==> src/sv/assert_macros.svh <==
// Assertion macros used by the top level of the yaw extraction block.
`ifndef ASSERT_MACROS_SVH
`define ASSERT_MACROS_SVH
`ifndef ASSERT_OFF
// A property that must hold at every clock edge outside reset.
`define ASSERT_PROP(lbl, clk, rstn, prop, msg) \
  lbl: assert property (@(posedge clk) disable iff (!(rstn)) (prop)) else $error(msg);
// An antecedent that, in the same cycle, implies a consequent outside reset.
`define ASSERT_IMPLIES(lbl, clk, rstn, ante, cons, msg) \
  lbl: assert property (@(posedge clk) disable iff (!(rstn)) (ante) |-> (cons)) \
    else $error(msg);
`else
`define ASSERT_PROP(lbl, clk, rstn, prop, msg)
`define ASSERT_IMPLIES(lbl, clk, rstn, ante, cons, msg)
`endif
`endif

==> src/sv/qye_pkg.sv <==
// Package of widths, constants and types for the quaternion yaw extraction block.
package qye_pkg;

  localparam int COMPONENT_WIDTH = 16;
  localparam int ITERATIONS      = 16;
  localparam int ATAN_ENTRIES    = 24;
  localparam int CORDIC_STAGES   = (ITERATIONS < ATAN_ENTRIES) ? ITERATIONS : ATAN_ENTRIES;

  // Product widths; wide components are cut back to keep 30 fraction bits.
  localparam int PROD_W      = 2 * COMPONENT_WIDTH;
  localparam int PROD_SHIFT  = (COMPONENT_WIDTH > 16) ? (2 * COMPONENT_WIDTH - 32) : 0;
  localparam int SP_W        = PROD_W - PROD_SHIFT;
  localparam int ONE_EXP     = SP_W - 2;
  localparam int NUM_W       = SP_W + 2;
  localparam int GUARD_SHIFT = 38 - ONE_EXP;
  localparam int VEC_W       = NUM_W + GUARD_SHIFT + 4;

  localparam int BAM_W      = 32;
  localparam int ANG_W      = BAM_W + 1;
  localparam int OUT_W      = 16;
  localparam int RAD_PROD_W = 64;
  localparam int DEG_PROD_W = ANG_W + 8;
  localparam int RAD_SHIFT  = 47;
  localparam int DEG_SHIFT  = 22;

  localparam logic signed [NUM_W-1:0] DEN_ONE =
    {{(NUM_W - ONE_EXP - 1){1'b0}}, 1'b1, {ONE_EXP{1'b0}}};
  localparam logic [BAM_W-1:0] BAM_PI = 32'h8000_0000;
  localparam logic signed [31:0] PI_Q29 = 32'sd1686629713;
  localparam logic signed [7:0] DEG_SCALE = 8'sd45;
  localparam logic signed [RAD_PROD_W-1:0] RAD_ROUND = 64'sd1 <<< 46;
  localparam logic signed [DEG_PROD_W-1:0] DEG_ROUND = DEG_PROD_W'(64'sd1 <<< 21);

  // Largest magnitudes of the two results, pi in Q2.13 and 180 in Q8.7.
  localparam logic signed [OUT_W-1:0] YAW_RAD_MAX = 16'sd25736;
  localparam logic signed [OUT_W-1:0] YAW_DEG_MAX = 16'sd23040;

  // Arctangent of 2^-i in binary angle units, 2^32 per turn.
  localparam logic [BAM_W-1:0] ATAN_BAM [ATAN_ENTRIES] = '{
    32'h20000000, 32'h12E4051E, 32'h09FB385B, 32'h051111D4,
    32'h028B0D43, 32'h0145D7E1, 32'h00A2F61E, 32'h00517C55,
    32'h0028BE53, 32'h00145F2F, 32'h000A2F98, 32'h000517CC,
    32'h00028BE6, 32'h000145F3, 32'h0000A2FA, 32'h0000517D,
    32'h000028BE, 32'h0000145F, 32'h00000A30, 32'h00000518,
    32'h0000028C, 32'h00000146, 32'h000000A3, 32'h00000051
  };

  typedef struct packed {
    logic signed [COMPONENT_WIDTH-1:0] w;
    logic signed [COMPONENT_WIDTH-1:0] z;
    logic signed [COMPONENT_WIDTH-1:0] y;
    logic signed [COMPONENT_WIDTH-1:0] x;
  } quat_t;

  typedef struct packed {
    logic signed [PROD_W-1:0] wz;
    logic signed [PROD_W-1:0] xy;
    logic signed [PROD_W-1:0] yy;
    logic signed [PROD_W-1:0] zz;
  } prod_t;

  typedef struct packed {
    logic signed [VEC_W-1:0] x;
    logic signed [VEC_W-1:0] y;
    logic [BAM_W-1:0]        z;
    logic                    zero;
  } vec_t;

  typedef struct packed {
    logic signed [OUT_W-1:0] deg;
    logic signed [OUT_W-1:0] rad;
  } yaw_t;

endpackage

==> src/sv/qye_front.sv <==
// Front end: quaternion products, then numerator, denominator and quadrant pre-rotation.
module qye_front (
  input  logic          clk,
  input  logic          rst_n,
  input  logic          in_valid,
  output logic          in_ready,
  input  qye_pkg::quat_t in_quat,
  output logic          out_valid,
  input  logic          out_ready,
  output qye_pkg::vec_t out_vec
);

  qye_pkg::prod_t prod_r;
  logic           prod_vld_r;
  logic           prod_rdy;
  qye_pkg::vec_t  vec_r;
  qye_pkg::vec_t  vec_nxt;
  logic           vec_vld_r;
  logic           vec_rdy;

  logic signed [qye_pkg::PROD_W-1:0] wz_full, xy_full, yy_full, zz_full;
  logic signed [qye_pkg::NUM_W-1:0]  num, den, num_sum, den_sum;
  logic signed [qye_pkg::VEC_W-1:0]  x_ext, y_ext;

  assign vec_rdy  = !vec_vld_r || out_ready;
  assign prod_rdy = !prod_vld_r || vec_rdy;
  assign in_ready = prod_rdy;

  always_ff @(posedge clk) begin
    if (!rst_n) begin
      prod_vld_r <= 1'b0;
      vec_vld_r  <= 1'b0;
    end else begin
      if (prod_rdy) prod_vld_r <= in_valid;
      if (vec_rdy) vec_vld_r <= prod_vld_r;
    end
  end

  always_ff @(posedge clk) begin
    if (in_valid && prod_rdy) begin
      prod_r.wz <= qye_pkg::PROD_W'(in_quat.w) * qye_pkg::PROD_W'(in_quat.z);
      prod_r.xy <= qye_pkg::PROD_W'(in_quat.x) * qye_pkg::PROD_W'(in_quat.y);
      prod_r.yy <= qye_pkg::PROD_W'(in_quat.y) * qye_pkg::PROD_W'(in_quat.y);
      prod_r.zz <= qye_pkg::PROD_W'(in_quat.z) * qye_pkg::PROD_W'(in_quat.z);
    end
    if (prod_vld_r && vec_rdy) begin
      vec_r <= vec_nxt;
    end
  end

  always_comb begin
    wz_full = prod_r.wz >>> qye_pkg::PROD_SHIFT;
    xy_full = prod_r.xy >>> qye_pkg::PROD_SHIFT;
    yy_full = prod_r.yy >>> qye_pkg::PROD_SHIFT;
    zz_full = prod_r.zz >>> qye_pkg::PROD_SHIFT;
    num_sum = {{2{wz_full[qye_pkg::SP_W-1]}}, wz_full[qye_pkg::SP_W-1:0]}
            + {{2{xy_full[qye_pkg::SP_W-1]}}, xy_full[qye_pkg::SP_W-1:0]};
    den_sum = {{2{yy_full[qye_pkg::SP_W-1]}}, yy_full[qye_pkg::SP_W-1:0]}
            + {{2{zz_full[qye_pkg::SP_W-1]}}, zz_full[qye_pkg::SP_W-1:0]};
    num = num_sum <<< 1;
    den = qye_pkg::DEN_ONE - (den_sum <<< 1);
    x_ext = {{(qye_pkg::VEC_W - qye_pkg::NUM_W){den[qye_pkg::NUM_W-1]}}, den};
    y_ext = {{(qye_pkg::VEC_W - qye_pkg::NUM_W){num[qye_pkg::NUM_W-1]}}, num};
    x_ext = x_ext <<< qye_pkg::GUARD_SHIFT;
    y_ext = y_ext <<< qye_pkg::GUARD_SHIFT;
    vec_nxt.zero = (num == '0) && (den == '0);
    // A vector in the left half-plane is turned by pi; both signs of pi wrap alike.
    if (den[qye_pkg::NUM_W-1]) begin
      vec_nxt.x = -x_ext;
      vec_nxt.y = -y_ext;
      vec_nxt.z = qye_pkg::BAM_PI;
    end else begin
      vec_nxt.x = x_ext;
      vec_nxt.y = y_ext;
      vec_nxt.z = '0;
    end
  end

  assign out_valid = vec_vld_r;
  assign out_vec   = vec_r;

endmodule

==> config.mk <==
export PLATFORM = sky130hd
export DESIGN_NAME = qye_front
export DESIGN_NICKNAME = d
export VERILOG_FILES = /design/src/sv/assert_macros.svh /design/src/sv/qye_pkg.sv /design/src/sv/qye_front.sv
export SDC_FILE = /design/constraint.sdc
export NUM_CORES = 2
export LEC_CHECK = 0
export BUFFER_PORTS_ARGS = -buffer_cell sky130_fd_sc_hd__buf_2
export CORE_UTILIZATION = 41
export DETAILED_ROUTE_END_ITERATION = 8
export GPL_ROUTABILITY_DRIVEN = 1
export PLACE_DENSITY_LB_ADDON = 0.1
export SKIP_CTS_REPAIR_TIMING = 1
export SYNTH_ARGS = -nofsm -noshare
export SYNTH_HDL_FRONTEND = slang
export SYNTH_SLANG_ARGS = --single-unit
==> constraint.sdc <==
create_clock -name clk -period 7.4 [get_ports clk]
set_clock_uncertainty 0.1 [all_clocks]
set_input_delay 0.37 -clock clk [delete_from_list [all_inputs] [get_ports clk]]
set_output_delay 0.37 -clock clk [all_outputs]
set_load 0.01 [all_outputs]
# == After elaboration in Yosys (flattened, before gate mapping) ==
# Cells that the tools add are included.
# totals
reg_bits,255
input_bits,68
output_inout_bits,127
word_cells,31
# classes
n_addsub,5
n_mul,4
n_mux,1
n_reduce_logical,9
# op_table
operator,count
multiplier 16 x 16 -> 32 bit,4
two-way mux 119 bit,1
negator 42 -> 46 bit,2
zero test 34 bit,2
adder 32 x 32 -> 33 bit,2
subtractor 32 x 34 -> 34 bit (first input constant),1
logical AND 1 bit,3
zero test 1 bit,2
logical OR 1 bit,2

# == Longest topological paths before layout ==
# logic_depth
ltp_word,4
ltp_mapped,29
ltp_nobuf,28

# == Worst setup path before layout ==
# OpenSTA, ideal clock, no wires.
# synth_path
path_kind,input to register
from,input port in_quat[17] (netlist bit)
to,"register prod_r, in the netlist xy_full[30], data pin"
setup_time_ps,258
arrival_ps,6724
t_required_ps,7042
slack_ps,318
stages,26
path_buffers,2
cell_sequence,clkbuf_1 clkbuf_1 nand2_1 fa_1 fa_1 inv_1 fa_1 fa_1 fa_1 inv_1 fa_1 inv_1 ha_1 a21o_1 a21o_1 a21o_1 a221o_1 a21oi_1 nor2b_1 o21a_1 a31o_2 o41a_1 a41o_1 a21o_1 a21oi_1 xnor2_1
# synth_between
elab_chain_len,1
# synth_lines
element,line,source
"start, declared",qye_front.sv:7,"input qye_pkg::quat_t in_quat,"
multiplier 16 x 16 -> 32 bit,qye_front.sv:42,prod_r.xy <= qye_pkg::PROD_W'(in_quat.x) * qye_pkg::PROD_W'(in_quat.y);
"end, declared",qye_front.sv:13,qye_pkg::prod_t prod_r;
# No other way between the ends.
# A chain may end at the register's enable or synchronous reset.

# == Final worst setup path ==
# layout_path
from,input port in_quat[33] (netlist bit)
to,"register prod_r, in the netlist wz_full[30], data pin"
# layout_between
elab_chain_len,1
# layout_lines
element,line,source
multiplier 16 x 16 -> 32 bit,qye_front.sv:41,prod_r.wz <= qye_pkg::PROD_W'(in_quat.w) * qye_pkg::PROD_W'(in_quat.z);
# No other way between the ends.

==> out/qor.yml <==
outcome: "complete, no violations"
cts_max_path_buffers: 3
ys_seq_elements: 204
area_growth_pct: 7.33
fmax_mhz: 149
max-slew-margin-rel: 0.205
yosysTopAreaCell: "fa_1"
wl_per_cell_um: 17.8
r2r_end: "out_vec[0]"
r2r-start: "zz_full[2]"
gp_congestion: 0.862
maxSlewViolCount: 0
fin_nets: 6862
crit_end: "wz_full[30]"
layout-drive-gt1-share: 0.0678
synthArstFlopShare: 0
synthMostInstantiatedCell: "inv_1"
rsz0062_at_grt: "no"
holdWs_ps: 75.3
drc: 0
io_buffer_count: 145
cap_violations: 0
yosys_warnings: 0
multi_input_area_um2: 38200
synth_top_area_frac: 0.399
critPathKind: "input port to register"
reg2regPathDepth: 15
ios: 195
antenna_found_initial: 5
clk_pin_slew_ps: 70
synth_common_cells: "1257 x inv_1, 993 x fa_1, 479 x nand2_1, 418 x ha_1, 337 x and2_1"
grt_overflow: 0
clk_latency_ps: 570
synthTopCellsByArea: "fa_1 40%, edfxtp_1 12%, ha_1 11%"
synth_edf_count: 202
hp-class: "input port to register"
first_iter_violations: 1586
regArea_um2: 6110
dp.final_hpwl_mm: 105
numCtsBuffers: 23
cts_num_sinks: 204
worstMarginPinSlew_ps: 1180
holdCritStartpoint: "out_ready"
r2r_slack_ps: 1010
setup_viol: 0
initial_core_util: 0.415
first_pass_iters: 5
coreArea_um2: 120000
vias: 34500
post-route-period-util: 0.907
via_per_inst: 4.92
post_synth.cell_area_avg_um2: 9.48
antenna_left: 0
htreeDepth: 1
syn-instance-count: 5253
yosysSeqAreaShare: 0.123
setup_tns_ps: 0
cts_root_buf: "clkbuf_16"
fin_crit_ps: 6710
crit_path_start_kind: "input port"
cp-end-kind: "register"
grt_max_degree: 69
synthFlopType: "edfxtp_1"
path_max_fanout: 14
num-fill-cells: 12000
design.die.area_um2: 123000
cp-startpoint: "in_quat[33]"
hold_violations: 0
synthDistinctLibCells: 94
grt_pass1_vias: 37200
synth_area_um2: 49800
cts_tree: "built"
wl_mm: 125
die_w_um: 351
rows: 127
grt.total_usage: 0.212
grt_pass1_wl_mm: 203
die_y_um: 351
required_ps: 7580
arrival_ps: 6890
==> cells by family (layout without fill, tap and decap cells) <==
family                     after synthesis  count (layout)  synth area share
buffers and inverters                 1472            1567             0.115
DFF                                    204             204             0.123
adders and majority gates             1411            1411             0.504
xor gates and xnor gates               281             281            0.0494
muxes                                   11              11           0.00236
other                                    1              57         0.0000753
and+or+nand+nor                       1329            1329             0.132
AOI/OAI and AO/OA                      544             544            0.0741
==> sequential cells by signal, summed over array words and instances, names as in the netlist <==
name / flops
out_valid: 1
out_vec: 76
prod_vld_r: 1
wz_full: 32
xy_full: 32
yy_full: 31
zz_full: 31
==> critical path, cell delays in order <==
cell,delay (ps)
buf_2,290
nand2_1,130
fa_1,530
fa_1,580
fa_1,450
fa_1,540
inv_1,50
fa_1,500
inv_1,60
fa_1,470
inv_1,50
ha_1,280
buf_4,130
nand4_1,120
inv_1,100
nand2_1,60
o311ai_0,630
o41a_1,250
a21oi_1,110
o31ai_1,400
a31oi_1,210
and4b_1,240
or3_1,340
==> per-stage QoR <==
step / instance area, µm² / cells / setup WS (ps) / utilization
finish: 53500 / 7016 / 690 / 0.445
global route: 53400 / 7012 / 411 / 0.445
CTS: 53400 / 7010 / 723 / 0.445
global placement: 52700 / 6968 / 189 / 0.439
detailed placement: 52700 / 6968 / 159 / 0.439
floorplan: 50000 / 5305 / 318 / -
==> layout by cell type, fill, tap and decap left out, types with 13 or more instances in the layout <==
cell type and n:
and3_1 21, clkbuf_16 23, a31oi_1 16, xnor2_1 203
a31o_2 13, o21bai_1 36, a21o_1 71, nor2_1 220
or2_2 20, nand3_1 47, edfxtp_1 202, nor3_1 48
nor2b_1 24, xor2_1 78, a211oi_1 15, and2_1 336
conb_1 53, buf_2 145, a21oi_1 141, fa_1 993
nand2b_1 34, inv_1 1257, o211ai_1 16, o21a_1 29
buf_4 115, ha_1 418, nand2_1 479, o21ai_0 82
nand4_1 20
==> layer usage <==
metal  global-route usage  wire length (µm)  vias up
met4               0.0312              1900        2
met2                0.390             65000      537
met3               0.0161              3860      107
met1                0.275             53800    17600
met5                    0                17        -
li1                     -                 -    16300
==> how the worst min path moves through the flow <==
stage                       endpoint  cells after the start
final                      out_valid                      3
after global routing       out_valid                      3
after CTS                  out_valid                      2
after detailed placement   out_valid                      1
after global placement     out_valid                      1
after floorplan           yy_full[0]                      0
==> layout make-up <==
| cell class | count | area share |
|---|---|---|
| diodes | 4 | 0.000187 |
| clock buffers | 27 | 0.0110 |
| clock inverters | 15 | 0.00276 |
| inverters | 1259 | 0.0884 |
| multi-input cells | 3629 | 0.714 |
| flip-flops and latches | 204 | 0.114 |
| well taps | 1612 | 0.0377 |
| repair buffers | 266 | 0.0316 |
Power is not shown: default switching activity piles up to over one toggle a cycle in this logic, so the estimate is an artifact.
