## src/sv/assert_macros.svh

```systemverilog
// Assertion macros used by the top level of the yaw extraction block.
`ifndef ASSERT_MACROS_SVH
`define ASSERT_MACROS_SVH
`ifndef ASSERT_OFF
// A property that must hold at every clock edge outside reset.
`define ASSERT_PROP(lbl, clk, rstn, prop, msg) \
  lbl: assert property (@(posedge clk) disable iff (!(rstn)) (prop)) else $error(msg);
// An antecedent that, in the same cycle, implies a consequent outside reset.
`define ASSERT_IMPLIES(lbl, clk, rstn, ante, cons, msg) \
  lbl: assert property (@(posedge clk) disable iff (!(rstn)) (ante) |-> (cons)) \
    else $error(msg);
`else
`define ASSERT_PROP(lbl, clk, rstn, prop, msg)
`define ASSERT_IMPLIES(lbl, clk, rstn, ante, cons, msg)
`endif
`endif

```

## src/sv/qye_pkg.sv

```systemverilog
// Package of widths, constants and types for the quaternion yaw extraction block.
package qye_pkg;

  localparam int COMPONENT_WIDTH = 16;
  localparam int ITERATIONS      = 16;
  localparam int ATAN_ENTRIES    = 24;
  localparam int CORDIC_STAGES   = (ITERATIONS < ATAN_ENTRIES) ? ITERATIONS : ATAN_ENTRIES;

  // Product widths; wide components are cut back to keep 30 fraction bits.
  localparam int PROD_W      = 2 * COMPONENT_WIDTH;
  localparam int PROD_SHIFT  = (COMPONENT_WIDTH > 16) ? (2 * COMPONENT_WIDTH - 32) : 0;
  localparam int SP_W        = PROD_W - PROD_SHIFT;
  localparam int ONE_EXP     = SP_W - 2;
  localparam int NUM_W       = SP_W + 2;
  localparam int GUARD_SHIFT = 38 - ONE_EXP;
  localparam int VEC_W       = NUM_W + GUARD_SHIFT + 4;

  localparam int BAM_W      = 32;
  localparam int ANG_W      = BAM_W + 1;
  localparam int OUT_W      = 16;
  localparam int RAD_PROD_W = 64;
  localparam int DEG_PROD_W = ANG_W + 8;
  localparam int RAD_SHIFT  = 47;
  localparam int DEG_SHIFT  = 22;

  localparam logic signed [NUM_W-1:0] DEN_ONE =
    {{(NUM_W - ONE_EXP - 1){1'b0}}, 1'b1, {ONE_EXP{1'b0}}};
  localparam logic [BAM_W-1:0] BAM_PI = 32'h8000_0000;
  localparam logic signed [31:0] PI_Q29 = 32'sd1686629713;
  localparam logic signed [7:0] DEG_SCALE = 8'sd45;
  localparam logic signed [RAD_PROD_W-1:0] RAD_ROUND = 64'sd1 <<< 46;
  localparam logic signed [DEG_PROD_W-1:0] DEG_ROUND = DEG_PROD_W'(64'sd1 <<< 21);

  // Largest magnitudes of the two results, pi in Q2.13 and 180 in Q8.7.
  localparam logic signed [OUT_W-1:0] YAW_RAD_MAX = 16'sd25736;
  localparam logic signed [OUT_W-1:0] YAW_DEG_MAX = 16'sd23040;

  // Arctangent of 2^-i in binary angle units, 2^32 per turn.
  localparam logic [BAM_W-1:0] ATAN_BAM [ATAN_ENTRIES] = '{
    32'h20000000, 32'h12E4051E, 32'h09FB385B, 32'h051111D4,
    32'h028B0D43, 32'h0145D7E1, 32'h00A2F61E, 32'h00517C55,
    32'h0028BE53, 32'h00145F2F, 32'h000A2F98, 32'h000517CC,
    32'h00028BE6, 32'h000145F3, 32'h0000A2FA, 32'h0000517D,
    32'h000028BE, 32'h0000145F, 32'h00000A30, 32'h00000518,
    32'h0000028C, 32'h00000146, 32'h000000A3, 32'h00000051
  };

  typedef struct packed {
    logic signed [COMPONENT_WIDTH-1:0] w;
    logic signed [COMPONENT_WIDTH-1:0] z;
    logic signed [COMPONENT_WIDTH-1:0] y;
    logic signed [COMPONENT_WIDTH-1:0] x;
  } quat_t;

  typedef struct packed {
    logic signed [PROD_W-1:0] wz;
    logic signed [PROD_W-1:0] xy;
    logic signed [PROD_W-1:0] yy;
    logic signed [PROD_W-1:0] zz;
  } prod_t;

  typedef struct packed {
    logic signed [VEC_W-1:0] x;
    logic signed [VEC_W-1:0] y;
    logic [BAM_W-1:0]        z;
    logic                    zero;
  } vec_t;

  typedef struct packed {
    logic signed [OUT_W-1:0] deg;
    logic signed [OUT_W-1:0] rad;
  } yaw_t;

endpackage

```

## src/sv/qye_scale.sv

```systemverilog
// Angle wrap and scaling of binary angle units to radians and degrees.
module qye_scale (
  input  logic          clk,
  input  logic          rst_n,
  input  logic          in_valid,
  output logic          in_ready,
  input  qye_pkg::vec_t in_vec,
  output logic          out_valid,
  input  logic          out_ready,
  output qye_pkg::yaw_t out_yaw
);

  logic signed [qye_pkg::RAD_PROD_W-1:0] rad_prod_r;
  logic signed [qye_pkg::DEG_PROD_W-1:0] deg_prod_r;
  logic                                  mul_vld_r;
  logic                                  mul_rdy;
  qye_pkg::yaw_t                         yaw_r;
  qye_pkg::yaw_t                         yaw_nxt;
  logic                                  yaw_vld_r;
  logic                                  yaw_rdy;

  logic signed [qye_pkg::ANG_W-1:0]      ang;
  logic signed [qye_pkg::RAD_PROD_W-1:0] rad_sum;
  logic signed [qye_pkg::DEG_PROD_W-1:0] deg_sum;

  assign yaw_rdy  = !yaw_vld_r || out_ready;
  assign mul_rdy  = !mul_vld_r || yaw_rdy;
  assign in_ready = mul_rdy;

  // The angle of minus pi is reported as plus pi; a zero vector gives zero.
  always_comb begin
    if (in_vec.zero) begin
      ang = '0;
    end else if (in_vec.z == qye_pkg::BAM_PI) begin
      ang = {1'b0, qye_pkg::BAM_PI};
    end else begin
      ang = {in_vec.z[qye_pkg::BAM_W-1], in_vec.z};
    end
  end

  always_ff @(posedge clk) begin
    if (!rst_n) begin
      mul_vld_r <= 1'b0;
      yaw_vld_r <= 1'b0;
    end else begin
      if (mul_rdy) mul_vld_r <= in_valid;
      if (yaw_rdy) yaw_vld_r <= mul_vld_r;
    end
  end

  always_ff @(posedge clk) begin
    if (in_valid && mul_rdy) begin
      rad_prod_r <= qye_pkg::RAD_PROD_W'(ang) * qye_pkg::RAD_PROD_W'(qye_pkg::PI_Q29);
      deg_prod_r <= qye_pkg::DEG_PROD_W'(ang) * qye_pkg::DEG_PROD_W'(qye_pkg::DEG_SCALE);
    end
    if (mul_vld_r && yaw_rdy) begin
      yaw_r <= yaw_nxt;
    end
  end

  always_comb begin
    rad_sum = (rad_prod_r + qye_pkg::RAD_ROUND) >>> qye_pkg::RAD_SHIFT;
    deg_sum = (deg_prod_r + qye_pkg::DEG_ROUND) >>> qye_pkg::DEG_SHIFT;
    yaw_nxt.rad = rad_sum[qye_pkg::OUT_W-1:0];
    yaw_nxt.deg = deg_sum[qye_pkg::OUT_W-1:0];
  end

  assign out_valid = yaw_vld_r;
  assign out_yaw   = yaw_r;

endmodule

```

## config.mk

```make
export PLATFORM = sky130hd
export DESIGN_NAME = qye_scale
export DESIGN_NICKNAME = d
export VERILOG_FILES = /design/src/sv/assert_macros.svh /design/src/sv/qye_pkg.sv /design/src/sv/qye_scale.sv
export SDC_FILE = /design/constraint.sdc
export NUM_CORES = 1
export LEC_CHECK = 0
export BUFFER_PORTS_ARGS = -buffer_cell sky130_fd_sc_hd__clkbuf_2
export CAP_MARGIN = 25
export CELL_PAD_IN_SITES_DETAIL_PLACEMENT = 1
export CELL_PAD_IN_SITES_GLOBAL_PLACEMENT = 1
export CORE_ASPECT_RATIO = 0.75
export CORE_MARGIN = 2
export CORE_UTILIZATION = 51
export CTS_CLUSTER_SIZE = 14
export DETAILED_ROUTE_END_ITERATION = 8
export PLACE_DENSITY_LB_ADDON = 0.1
export RECOVER_POWER = 50
export SLEW_MARGIN = 5
export SYNTH_ARGS = -nofsm -noshare
export SYNTH_HDL_FRONTEND = slang
export SYNTH_SLANG_ARGS = --single-unit
```

## constraint.sdc

```tcl
create_clock -name clk -period 12.6 [get_ports clk]
set_input_delay 1.89 -clock clk [delete_from_list [all_inputs] [get_ports clk]]
set_output_delay 1.89 -clock clk [all_outputs]
set_load 0.03 [all_outputs]
```

## Word level (Yosys, flattened, before mapping)

Cells that the tools add are included.

| cells by class | value |
|---|---|
| add/subtract/negate cells | 2 |
| multiply operators | 2 |
| reductions and logical operators | 6 |
| equality and inequality tests | 1 |
| multiplexer cells | 2 |

Operator list:

| kind | count |
|---|---|
| $mux 33 | 2 |
| $add 63x48->63 const B | 1 |
| $mul 33x32->63 const B | 1 |
| $add 38x23->38 const B | 1 |
| $mul 33x7->38 const B | 1 |
| $eq 32x32->1 const B | 1 |
| $logic_and 1x1->1 | 2 |
| $logic_not 1->1 | 2 |
| $logic_or 1x1->1 | 2 |

| storage, ports and cells | value |
|---|---|
| logic and storage cells | 19 |
| bits in registers | 135 |
| input bits | 129 |

## Logic depth before layout (Yosys ltp)

| depth | value |
|---|---|
| word-level depth | 4 |
| depth in mapped cells | 34 |

## Least setup slack after synthesis

OpenSTA, ideal clock, no wires.

| timing path | value |
|---|---|
| path type | input-to-reg |
| start | input in_vec[30] (netlist bit) |
| end | register rad_prod_r[60] (netlist bit), data pin |
| setup time | 0.260 ns |
| arrival time | 9.738 ns |
| slack | 2.602 ns |
| stages on the path | 29 |
| cells stage by stage | nor4b_1 nand4_1 o21ai_0 clkbuf_1 clkbuf_1 fa_1 inv_1 fa_1 inv_1 fa_1 inv_1 ha_1 fa_1 fa_1 inv_1 fa_1 fa_1 inv_1 ha_1 clkbuf_1 nand4_1 or4_4 nor3_2 o22ai_2 a31oi_4 o21ai_2 o31a_1 o21bai_2 xor2_1 |

| on the way | value |
|---|---|
| word-level cells in the longest chain between the ends | 4 |

Ends and longest elaborated chain:

| what | RTL line | source |
|---|---|---|
| from (decl) | qye_scale.sv:7 | `input qye_pkg::vec_t in_vec,` |
| $eq 32x32->1 | qye_scale.sv:34 | `end else if (in_vec.z == qye_pkg::BAM_PI) begin` |
| $mux 33 * | qye_scale.sv:34 |  |
| $mux 33 * | qye_scale.sv:32 | `if (in_vec.zero) begin` |
| $mul 33x32->63 * | qye_scale.sv:53 | `rad_prod_r <= qye_pkg::RAD_PROD_W'(ang) * qye_pkg::RAD_PROD_W'(qye_pkg::PI_Q29);` |
| to (signal assigned) | qye_scale.sv:53 |  |
| to (decl) | qye_scale.sv:13 | `logic signed [qye_pkg::RAD_PROD_W-1:0] rad_prod_r;` |

Mark *: on every way between the ends. The rest lies on a longest branch, timed or not.
A chain may end at the register's enable or synchronous reset.

## Final worst setup path

| timing path | value |
|---|---|
| start | input in_vec[31] (netlist bit) |
| end | register rad_prod_r[62] (netlist bit), data pin |

Same word-level chain as after synthesis.

==> metrics.md <==
| Metric | Value |
|---|---|
| Status | complete, but fails checks |
| Violated checks | max-capacitance violations, max-slew violations |
| Core Region | 47050 um^2 |
| Clk Latency, worst-skew pair | 0.33 ns |
| Maximum clock rate | 0.08739 GHz |
| CP max FO | 30 |
| Wire length per cell | 21.95 um |
| Die span in x | 255.3 um |
| Synth top area cells | fa_1 (41%), ha_1 (22%), inv_1 (14%) |
| H-Tree Depth | 3 |
| CTS max path bufs | 2 |
| Syn_area_per_cell | about 10 um^2 |
| Final hold vios | 0 |
| Vias in the first global route | ~19000 |
| Syn nets | 3516 |
| RSZ-0062 raised after global routing | false |
| Via-per-instance ratio | 5.255 |
| Clk slew on worst S/H paths | 0.06 ns |
| Final Max Tran Viols | 33 |
| Ports | around 160 |
| Initial antenna violation count | 0 |
| Grt ovf | 0 |
| Register area share after synthesis | 0.08368 |
| Nets | 3595 |
| Post-Syn Area | 24160 um^2 |
| Fin Clk Skew | approximately 0.0072 ns |
| Placement Setup Slack | 0.8506 ns |
| TritonCTS buffer count | 9 |
| Synth top area share | 0.4060 |
| Slew Limit Headroom | -0.1273 |
| Top-count cell post-synth | inv_1 |
| PortBufs | 70 |
| Post-Route Utilization | 0.5438 |
| First-pass GRT wire length | 110.3 mm |
| Die height | between 150 and 200 um |
| CP max stage cell | nor4b_1 |
| Pre-antenna DRT Iters | 5 |
| CTS tree | built |
| Total setup buffers inserted after CTS | 0 |
| Fraction of registers with async set/reset | 0 |
| Setup TNS Final | 0 ns |
| Commonest cells post-synth | inv_1 (910), fa_1 (490), ha_1 (425) |
| Initial Utilization | 0.5135 |
| Post-cts sizing count | 0 |
| Routed via count | 16800 |
| Syn-to-layout area delta | 5.898% |
| Max-Cap Viols | 1 |
| GRT Util Overall | 0.2976 |
| Clock root buffer | clkbuf_16 |
| Crit path required time | roughly 13 ns |
| WS Path Type | input pin to register |
| Worst path arrival time | ~12 ns |
| Total wire length | 70.16 mm |
| Final Cycle Share | 0.9081 |
| CP Capture Type | register |
| Largest net degree at the start of global routing | 48 |
| Ys Warns | 0 |
| Post-synth top area cell | fa_1 |
| Antenna-violating nets left | 0 |
| Fillers | around 5400 |
| Std-Cell Rows | just under 70 |
| Worst Slack Setup Final | ~1.2 ns |
| Fraction of final layout cells sized beyond drive strength 1 | 0.03482 |
| Top cell by count, worst path | fa_1 |
| Die area | 49150 um^2 |
| Post-synth top flop | edfxtp_1 |
| Final setup violation count | 0 |
| Number of synthesized register bits | 68 |
| RD Place Congestion | about 0.92 |
| Detailed placer's ending HPWL | 62.38 mm |
| Syn Inst Count | 2472 |
| Clk sinks | 68 |
| DRC viols | 0 |
| Startpoint class of the critical path | input pin |
| DP Area | between 20000 and 30000 um^2 |
| Unique masters post-synth | 66 |
| Post-synth EDFFs | 66 |
| Actual slew at the worst max-slew pin | 1.691 ns |
| Initial DRC count | roughly 1100 |
| Max incr delay on CP | between 0.5 and 0.6 ns |
| Final instance area | 25590 um^2 |
| Cts hold-fix bufs | 0 |
| Final min period | roughly 11 ns |
| Hold WC Path Type | register to register |
## cell type report
cell class	count	area (um^2)	share of cell area
Multi-Input combinational cell	1484	18700	0.7310
Antenna cell	1	2.502	0.00009779
Clock buffer	10	229.0	0.008948
Timing Repair Buffer	78	384.1	0.01501
Inverter	910	3416	0.1335
Clock inverter	6	31.28	0.001222
Sequential cell	68	2022	0.07902
Tap cell	639	799.5	0.03125
## cells in the final DEF (no fill, tap or decap), types with 3 or more instances in the layout
cell type | Yosys | layout
inv_1 | 910 | 910
fa_1 | 490 | 490
ha_1 | 425 | 425
nand2_1 | 76 | 76
a21oi_1 | 70 | 70
xnor2_1 | 70 | 70
edfxtp_1 | 66 | 66
clkbuf_2 | 0 | 52
nor2_1 | 50 | 49
a21o_1 | 39 | 39
xor2_1 | 39 | 39
o21ai_0 | 38 | 37
nand3_1 | 33 | 33
clkbuf_1 | 9 | 20
nand4_1 | 18 | 18
and3_1 | 11 | 11
o21a_1 | 10 | 10
and2_1 | 10 | 9
nor2b_1 | 10 | 9
clkbuf_16 | 0 | 9
nor4_1 | 8 | 8
a211oi_1 | 8 | 8
nor3_1 | 7 | 7
a31oi_1 | 7 | 7
buf_4 | 0 | 7
or2_2 | 4 | 4
o21bai_1 | 4 | 4
nand2b_1 | 3 | 3
and4_1 | 3 | 3
clkinv_1 | 0 | 3
## worst max-delay path, delay by kind of cell
kind | cells | cell delay (ns)
AO/OA/AOI/OAI | 6 | 1.22
adder cells (fa/ha/maj) | 9 | 4.26
XOR/XNOR | 2 | 0.34
buffers and inverters | 7 | 1.07
AND/OR/NAND/NOR | 9 | 2.70
## layer usage
metal | share of wire | routed length, um | vias up | GRT usage
met5 | 0 | 0 | - | 0
met2 | 0.43 | 30020 | 428 | 0.4576
met3 | 0.063 | 4453 | 55 | 0.04452
met1 | 0.49 | 34240 | 8740 | 0.4483
li1 | - | - | 7573 | -
met4 | 0.020 | 1434 | 0 | 0.05882
## cells by family (layout without fill, tap and decap cells)
kind of cell,count (synthesis),in the layout,synth area share
DFF,68,68,0.08368
muxes,2,2,0.0008285
adders and majority gates,915,915,0.6260
and+or+nand+nor,245,245,0.04981
AOI/OAI and AO/OA,211,211,0.05691
other,2,3,0.0003108
xor gates and xnor gates,109,109,0.03951
buffers and inverters,920,1004,0.1429
## sequential cells by signal, summed over array words and instances, names as in the netlist
signal / cells
deg_prod_r: 17
rad_prod_r: 17
mul_vld_r: 1
out_valid: 1
out_yaw: 32
## final timing paths
check | start | to | slack (ns) | cells after the start
worst max-delay path | in_vec[31] | rad_prod_r[62]$_DFFE_PP_ | 1.16 | 33
worst min-delay path | mul_vld_r$_SDFFE_PN0N_ | out_valid$_SDFFE_PN0P_ | 0.52 | 1
worst max register to register | out_valid$_SDFFE_PN0P_ | out_yaw[22]$_DFFE_PP_ | 10.38 | 3
worst min register to register | mul_vld_r$_SDFFE_PN0N_ | out_valid$_SDFFE_PN0P_ | 0.52 | 1
## through the flow
stage          std cells  hold slack [ns]
2_1_floorplan       2472           0.4768
3_3_place_gp        3179           0.4871
3_5_place_dp        3179           0.5128
4_1_cts             3195           0.5263
5_1_grt             3195           0.5491
6_report            3196           0.5191
Power is not shown: default switching activity piles up to over one toggle a cycle in this logic, so the estimate is an artifact.
